## config.mk

```make
export PLATFORM = sky130hd
export DESIGN_NAME = pal_ctrl
export DESIGN_NICKNAME = d
export VERILOG_FILES = /design/src/hdl/pal_pkg.sv /design/src/hdl/pal_ctrl.sv
export SDC_FILE = /design/constraint.sdc
export NUM_CORES = 1
export LEC_CHECK = 0
export BUFFER_PORTS_ARGS = -buffer_cell sky130_fd_sc_hd__buf_2
export CAP_MARGIN = 10
export CORE_AREA = 5 5 42 44
export DETAILED_ROUTE_END_ITERATION = 12
export DIE_AREA = 0 0 47 49
export GPL_TIMING_DRIVEN = 0
export PLACE_DENSITY = 0.44
export SLEW_MARGIN = 5
export SYNTH_ARGS = -nofsm -noshare
export SYNTH_HDL_FRONTEND = slang
export SYNTH_SLANG_ARGS = --single-unit
```

## constraint.sdc

```tcl
create_clock -name clk_i -period 2.1 [get_ports clk_i]
set_input_delay 0.105 -clock clk_i [delete_from_list [all_inputs] [get_ports clk_i]]
set_output_delay 0.105 -clock clk_i [all_outputs]
set_load 0.02 [all_outputs]
```

## src/hdl/pal_pkg.sv

```systemverilog
// Package: field widths, codes and controller/datapath handshake types.
package pal_pkg;

  localparam int unsigned MODE_W    = 2;
  localparam int unsigned POS_W     = 7;
  localparam int unsigned ELEM_W    = 32;
  localparam int unsigned STAT_W    = 2;
  localparam int unsigned CNT_OUT_W = 7;

  localparam logic [MODE_W-1:0] MODE_READ   = 2'd0;
  localparam logic [MODE_W-1:0] MODE_INSERT = 2'd1;
  localparam logic [MODE_W-1:0] MODE_REMOVE = 2'd2;

  typedef enum logic [STAT_W-1:0] {
    ST_OK     = 2'd0,
    ST_EMPTY  = 2'd1,
    ST_FULL   = 2'd2,
    ST_BADPOS = 2'd3
  } status_e;

  typedef struct packed {
    logic capture;  // latch request beat
    logic check;    // classify request, start read or shift
    logic step;     // one shift step
    logic finish;   // commit and load result
  } pal_cmd_t;

  typedef struct packed {
    logic shift_req;   // request needs the shift loop
    logic shift_done;  // shift loop drained
    logic out_free;    // result register can take a beat
  } pal_sts_t;

endpackage

```

## src/hdl/pal_ctrl.sv

```systemverilog
// Controller: sequences capture, check, shift loop and result load.
module pal_ctrl import pal_pkg::*; (
  input  logic     clk_i,
  input  logic     rst_ni,
  input  logic     req_valid_i,
  output logic     req_ready_o,
  input  pal_sts_t sts_i,
  output pal_cmd_t cmd_o
);

  typedef enum logic [1:0] {
    S_IDLE,
    S_CHECK,
    S_SHIFT,
    S_FINISH
  } state_e;

  state_e state_q;
  logic   in_ready_q;

  always_ff @(posedge clk_i or negedge rst_ni) begin
    if (!rst_ni) begin
      state_q    <= S_IDLE;
      in_ready_q <= 1'b1;
    end else begin
      case (state_q)
        S_IDLE: begin
          if (req_valid_i && in_ready_q) begin
            state_q    <= S_CHECK;
            in_ready_q <= 1'b0;
          end
        end
        S_CHECK: begin
          state_q <= sts_i.shift_req ? S_SHIFT : S_FINISH;
        end
        S_SHIFT: begin
          if (sts_i.shift_done) begin
            state_q <= S_FINISH;
          end
        end
        S_FINISH: begin
          if (sts_i.out_free) begin
            state_q    <= S_IDLE;
            in_ready_q <= 1'b1;
          end
        end
        default: begin
          state_q    <= S_IDLE;
          in_ready_q <= 1'b1;
        end
      endcase
    end
  end

  assign req_ready_o    = in_ready_q;
  assign cmd_o.capture  = (state_q == S_IDLE) && req_valid_i && in_ready_q;
  assign cmd_o.check    = (state_q == S_CHECK);
  assign cmd_o.step     = (state_q == S_SHIFT);
  assign cmd_o.finish   = (state_q == S_FINISH) && sts_i.out_free;

endmodule

```

**Word level (Yosys, flattened, before mapping)**

Cells that the tools add are included.

- Bits in registers: 3
- Bits in latches: 0
- Bits in writable memories: 0
- Memory bits (read-only): 0
- Input port bits: 6
- Output and inout bits: 5
- Logic and storage cells: 24
- Memories kept: 0

- $add $sub $neg: 0
- $mul: 0
- Div/mod/pow operators: 0
- Order comparisons: 0
- Eq/ne operators: 6
- Shifts and indexed selects: 0
- Muxes and demuxes: 8
- Bitwise operators: 0
- Reductions and logical operators: 8

Operator list:

| kind | count |
|---|---|
| 2-bit case mux with 4 select lines | 1 |
| 2-bit 2-to-1 mux | 3 |
| 2-bit inequality test, second input constant | 3 |
| 3-bit AND reduction | 2 |
| 2-bit == test, second input constant | 2 |
| 1-bit logical AND | 4 |
| 1-bit 2-to-1 mux | 3 |
| 2-bit by 1-bit == test with 1-bit output, second input constant | 1 |
| 2-bit zero test | 1 |
| 1-bit case mux with 2 select lines | 1 |
| 2-bit nonzero test | 1 |

**Depth between registers and ports, before layout**

Gate-level depths: netlist (run 1).

- Word-level depth: 3
- Gate-level depth with buffers: 5
- Mapped depth without buffers: 5

**Worst setup path after synthesis (run 1)**

No wires, ideal clock.

- Path type: flip-flop to flip-flop
- Start: register state_q[0]
- End: register state_q[0]
- Library setup time: 0.125 ns
- Arrival time: 1.547 ns
- Required time: 1.975 ns
- Setup slack: 0.429 ns
- Stages on the path, launching flop included: 5
- Path buffers: 0
- Period minus slack after synthesis: 1.671 ns
- Path through: dfrtp_1 -> inv_1 -> ha_1 -> a222oi_1 -> mux2_2

RTL lines:

| what | line | RTL |
|---|---|---|
| start: declaration | pal_ctrl.sv:18 | `state_e state_q;` |
| start signal: assignment | pal_ctrl.sv:34 | `state_q <= sts_i.shift_req ? S_SHIFT : S_FINISH;` |

**Final worst setup path (run 1)**

- Start: register state_q[0]
- End: register state_q[0]

- Cells in the longest elaborated chain, start to end: 3
- Elaborated cells on any way between the ends: 9
- Those cells by class: eq/ne: 6; mux: 1; reduce/logical: 2

RTL lines:

| what | line | RTL |
|---|---|---|
| 2-bit == test / 2-bit zero test (equally long branches) | pal_ctrl.sv:26 | `case (state_q)` |
| 2-bit inequality test (no source line) | -- |  |
| 3-bit AND reduction (no source line) | -- |  |

Several ways; a longest one is shown, not always the timed one.
A chain may end at the register's enable or synchronous reset.

==> results of run 1 <==
-- power by group through the flow --
stage                     Sequential [mW]  Clock, mW  Combinational [mW]
after global routing                0.128      0.107               0.312
final                               0.123     0.0989               0.273
after CTS                           0.123      0.106               0.279
after floorplan                     0.125          0               0.212
after detailed placement            0.124          0               0.278
after global placement              0.124          0               0.279
-- cell usage in the layout, fill, tap and decap left out, drive strengths merged --
| cell | n |
|---|---|
| buf | 10 |
| inv | 6 |
| ha | 5 |
| clkbuf | 4 |
| nand2 | 3 |
| mux2 | 2 |
| a21oi | 2 |
| dfrtp | 2 |
| and2 | 1 |
| and3 | 1 |
| o221ai | 1 |
| a222oi | 1 |
| nor2 | 1 |
| dlygate4sd3 | 1 |
| dfstp | 1 |
-- kinds of logic (layout without fill, tap and decap cells) --
group	Yosys count	after routing	synth area share
DFF	3	3	0.316
buffers and inverters	6	21	0.0933
muxes	2	2	0.0933
adders and majority gates	5	5	0.259
and+or+nand+nor	6	6	0.119
AOI/OAI and AO/OA	4	4	0.119
-- worst max-delay path by stage --
stage | depth (start not counted) | to | slack [ps] | from
6_report | 4 | state_q[0]$_DFFE_PN0P_ | 430 | state_q[0]$_DFFE_PN0P_
5_1_grt | 4 | state_q[0]$_DFFE_PN0P_ | 280 | state_q[0]$_DFFE_PN0P_
4_1_cts | 4 | state_q[0]$_DFFE_PN0P_ | 410 | state_q[0]$_DFFE_PN0P_
3_5_place_dp | 4 | state_q[0]$_DFFE_PN0P_ | 420 | state_q[0]$_DFFE_PN0P_
3_3_place_gp | 4 | state_q[0]$_DFFE_PN0P_ | 400 | state_q[0]$_DFFE_PN0P_
2_1_floorplan | 4 | state_q[0]$_DFFE_PN0P_ | 430 | state_q[0]$_DFFE_PN0P_
-- area by class of cell --
cell class	instances	area, um2
clock buffers	4	26.3
fillers	170	1050
inverters	6	22.5
multi-input cells	17	143
flip-flops and latches	3	76.3
well taps	16	20.0
repair buffers	11	60.1
-- stage by stage --
| stage | hold slack (ps) | area [um2] | std cells | power [mW] |
|---|---|---|---|---|
| floorplan | -191 | 241 | 26 | 0.336 |
| global placement | -95.4 | 312 | 52 | 0.403 |
| detailed placement | -94.8 | 312 | 52 | 0.402 |
| CTS | 150 | 348 | 57 | 0.508 |
| global route | 176 | 348 | 57 | 0.546 |
| finish | 159 | 348 | 57 | 0.494 |
-- routing by layer --
metal | vias up | global-route usage
li1 | 117 | -
met1 | 89 | 0.0510
met2 | 6 | 0.0701
met3 | 0 | 0.0221
met4 | 0 | 0.0415
met5 | - | 0
-- registers in the layout, indices dropped and copies added (netlist names) --
register and cells:
state_q 2, req_ready_o 1
-- critical path: stages, from the launching register on --
cell	delay (ps)
dfrtp_1	410
inv_1	100
ha_1	250
a222oi_1	400
mux2_2	380
-- timing repair --
| item | CTS | global route |
|---|---|---|
| gates resized for setup | 0 | 0 |
| hold buffers | 1 | 0 |
| endpoints found under the hold margin | 3 | 0 |
==> results.yml, run 1 <==
yosys:
  async_flop_share: 1.00
  synth.largest_area_cell: "ha_1"
  synth_ff_type: "dfrtp_1"
  synth.avg_cell_area_um2: 9.29
  synthCells: 26
  syn_nets: 37
  synth_area_leaders: "ha_1 26%, dfrtp_1 21%, dfstp_2 11%, inv_1 9.3%, mux2_2 9.3%"
  synth_seq_cells: 3
  synth_most_common_cell: "inv_1"
  ys_types: 12
  yosysTopAreaCellShare: 0.259
  synth-edff-count: 0
  syn-cell-area_um2: 241
  yosysSeqAreaShare: 0.316
  yosys_warnings: 0
  synth_common_cells: "6 x inv_1, 5 x ha_1, 3 x nand2_1"
detailed_routing:
  wirelength_um: 471
  drtPass1Iterations: 4
  highest_layer: "met3"
  via_count: 212
  m1WireLength_um: 201
  drc: 0
  dr.first_iter.drc_count: 2
  dr_wl_met3_um: 54
  wl_per_cell_um: 8.26
  ant_nets: 0
  dr_wl_met2_um: 215
  post_drt_via_cell_ratio: 3.72
worst_hold_path:
  min-delay-path-class: "input pin to flop"
  min_to: "req_ready_o$_DFFE_PN1P_"
  holdCritStartpoint: "sts_i[0]"
  whs_path_depth: 3
die:
  die_w_um: 47
  io_pins: 11
  core_um2: 1400
  rows: 14
  start_util: 0.172
  die_area_um2: 2300
  die_h_um: 49
critical_path:
  arrival_ps: 1780
  cp_max_fo: 6
  regToRegSetupSlack_ps: 430
  cp-end-kind: "flop"
  rr_worst_depth: 4
  worstSetupPathType: "flop to flop"
  cp.required_ps: 2210
  cp-start-kind: "flop"
  timing.rr.start: "state_q[0]$_DFFE_PN0P_"
  rr_endpoint: "state_q[0]$_DFFE_PN0P_"
clock_tree:
  cts_sinks: 3
  h-tree-depth: 1
  tritoncts: "done"
  clkLatencyLatePin_ps: 230
  clk_pin_slew_ps: 40
  cts_buffer_depth: 2
  clockRootBuffer: "clkbuf_4"
  cts_post_setup_buffers_inserted: 0
  cts_made_buffers: 3
run_status:
  status: "completed"
finish:
  layout.nets: 53
  syn_to_final_growth_pct: 44.0
  fin_util: 0.248
  antenna_cells: 0
  drive_gt1_frac: 0.415
grt:
  grt_antenna_before_repair: 0
  grt_max_degree: 7
  grt.total_usage: 0.0487
  overflow: 0
  grt_first_pass_wirelength_um: 786
  grt_pass1_vias: 216
placed_design:
  gp_congestion: 0.645
  dpl_worst_slack_ps: 421
  portBuffers: 10
  dp_hpwl_um: 394
power_and_ir_drop:
  switching_share: 0.416
  p_leak_nw: 0.192
  p_clk_frac: 0.200
  pwr-share-seq: 0.248
  internal_power_mw: 0.289
  peakVddDrop_mv: 0.430
  comb_power_share: 0.552
  pwr_density_cell_nw_per_um2: 1420
  p_sw_mw: 0.206
sta:
  relSlewSlack: 0.721
  layout_min_cycle_time_ps: 1670
  rsz0062_at_grt: "false"
  fin_tns_setup_ps: 0
  worst_slack_ps: 425
  finalSetupViolCount: 0
  timing.fmax_ghz: 0.597
  min_period_over_period: 0.798
  worstMarginPinSlew_ps: 419
  slew_violations: 0
  finalClockSkew_ps: 1.27
  finalHoldViolations: 0
flow_run:
  max-cap-violations: 0
Power figures use the tool's default switching activity.
==> run 2, diff against run 1 <==
Clock period 2.1 ns to 1.75 ns, I/O delays scaled along.
==> run 2 against run 1 <==
  * Via count grew 2.8%
  * Final area is 3.2% higher
  * Core utilization up 0.80 points
  * Critical path depth is 1 higher
  * Setup slack worse by 290 ps
  * First-iteration DRC count rose by 50%
  * Largest cell class unchanged
  * Highest routed layer unchanged
==> results.yml, run 2 (synthesis gave the netlist of run 1 again) <==
die:
  die_area_um2: 2300
  rows: 14
  die_w_um: 47
  io_pins: 11
  start_util: 0.172
  die_h_um: 49
  core_um2: 1400
power_and_ir_drop:
  p_leak_nw: 0.194
  peakVddDrop_mv: 0.542
  pwr-share-seq: 0.239
  p_clk_frac: 0.190
  internal_power_mw: 0.374
  p_sw_mw: 0.252
  switching_share: 0.403
  comb_power_share: 0.572
  pwr_density_cell_nw_per_um2: 1740
sta:
  rsz0062_at_grt: "false"
  relSlewSlack: 0.822
  worstMarginPinSlew_ps: 268
  layout_min_cycle_time_ps: 1610
  finalHoldViolations: 0
  finalClockSkew_ps: 0.970
  slew_violations: 0
  fin_tns_setup_ps: 0
  finalSetupViolCount: 0
  timing.fmax_ghz: 0.621
  min_period_over_period: 0.920
worst_hold_path:
  min-delay-path-class: "input pin to flop"
finish:
  drive_gt1_frac: 0.476
  fin_util: 0.256
  regMostFlops: "state_q"
  nFillCells: 168
  multiInputGateArea_um2: 145
  layout.nets: 54
  largest_register_ffs: 2
  mostFrequentLayoutCell: "buf_2"
  antenna_cells: 0
  final_cell_mix: "10 x buf_2, 6 x inv_1, 4 x ha_1"
  syn_to_final_growth_pct: 48.7
  seq_area_um2: 77.6
clock_tree:
  h-tree-depth: 1
  tritoncts: "done"
  clkLatencyLatePin_ps: 230
  cts_sinks: 3
  cts_made_buffers: 3
  clk_pin_slew_ps: 40
  cts_buffer_depth: 2
  clockRootBuffer: "clkbuf_4"
detailed_routing:
  ant_nets: 0
  drtPass1Iterations: 4
  dr.first_iter.drc_count: 3
  wirelength_um: 487
  dr_wl_met2_um: 222
  post_drt_via_cell_ratio: 3.76
  dr_wl_met3_um: 54
  via_count: 218
  wl_per_cell_um: 8.40
  m1WireLength_um: 210
  drc: 0
  highest_layer: "met3"
placed_design:
  gp_congestion: 0.645
  portBuffers: 10
  dp_hpwl_um: 394
critical_path:
  cp_max_fo: 6
  cp-end-kind: "flop"
  cp.required_ps: 1860
  arrival_ps: 1720
  worstSetupPathType: "flop to flop"
  crit_chain: "inv_1 > ha_1 > a222oi_1 > buf_4 > mux2_2"
  slowest_delay_ps: 390
  cpMaxStageDelayCell: "dfrtp_2"
  cp-start-kind: "flop"
grt:
  grt_max_degree: 7
  grt_first_pass_wirelength_um: 786
  overflow: 0
  grt_pass1_vias: 216
  grt_antenna_before_repair: 0
  grt.total_usage: 0.0487
run_status:
  status: "completed"
flow_run:
  max-cap-violations: 0
## run 2: changes by cell type in the layout (fill, tap and decap cells not counted)
cell | before | now
buf_4 | 0 | 1
dfrtp_1 | 2 | 1
dfrtp_2 | 0 | 1
ha_1 | 5 | 4
ha_2 | 0 | 1
## run 2: cell type report
class / instances / share of cell area
Clock buffer: 4 / 0.0732
Inverter: 6 / 0.0627
Multi-Input combinational cell: 17 / 0.404
Tap cell: 16 / 0.0557
Sequential cell: 3 / 0.216
Timing Repair Buffer: 12 / 0.188
## run 2: worst paths after layout
| path | from | endpoint | slack (ps) | cells after the start |
|---|---|---|---|---|
| max | state_q[0]$_DFFE_PN0P_ | state_q[0]$_DFFE_PN0P_ | 140 | 5 |
| min | sts_i[0] | req_ready_o$_DFFE_PN1P_ | 140 | 3 |
| max reg2reg | state_q[0]$_DFFE_PN0P_ | state_q[0]$_DFFE_PN0P_ | 140 | 5 |
| min reg2reg | req_ready_o$_DFFE_PN1P_ | req_ready_o$_DFFE_PN1P_ | 550 | 2 |
| max in group asynchronous | rst_ni | req_ready_o$_DFFE_PN1P_ | 1370 | 2 |
| min in group asynchronous | rst_ni | state_q[1]$_DFFE_PN0P_ | 190 | 2 |
## run 2: metrics by stage
step | total power, mW | hold slack (ps) | cells | area, um2 | setup slack, ps
after floorplan | 0.404 | -208 | 26 | 241 | 78.7
after global placement | 0.483 | -113 | 52 | 312 | 50.1
after detailed placement | 0.482 | -112 | 52 | 312 | 70.8
after CTS | 0.610 | 133 | 57 | 348 | 60.6
after global routing | 0.687 | 159 | 58 | 359 | 53.1
final | 0.627 | 144 | 58 | 359 | 140
## run 2: repair_timing
item,in CTS,in global routing
resized for setup,0,2
hold buffers,1,0
buffers inserted,0,1
setup endpoints to repair,0,2
hold endpoints to repair,3,0
## run 2: layer usage
metal,track usage,vias to the layer above
li1,-,119
met1,0.0510,93
met2,0.0701,6
met3,0.0221,0
met4,0.0415,0
met5,0,-
## run 2: power by group through the flow
stage | clock [mW] | sequential, mW | combinational, mW
2_1_floorplan | 0 | 0.150 | 0.254
3_3_place_gp | 0 | 0.149 | 0.334
3_5_place_dp | 0 | 0.148 | 0.334
4_1_cts | 0.127 | 0.148 | 0.335
5_1_grt | 0.129 | 0.155 | 0.403
6_report | 0.119 | 0.150 | 0.358
## run 2: critical path, delay by kind of cell (launching register included)
family / cells / cell delay (ps)
flip-flops: 1 / 390
multiplexers: 1 / 320
AO/OA/AOI/OAI: 1 / 310
buffers and inverters: 2 / 260
adder cells (fa/ha/maj): 1 / 210
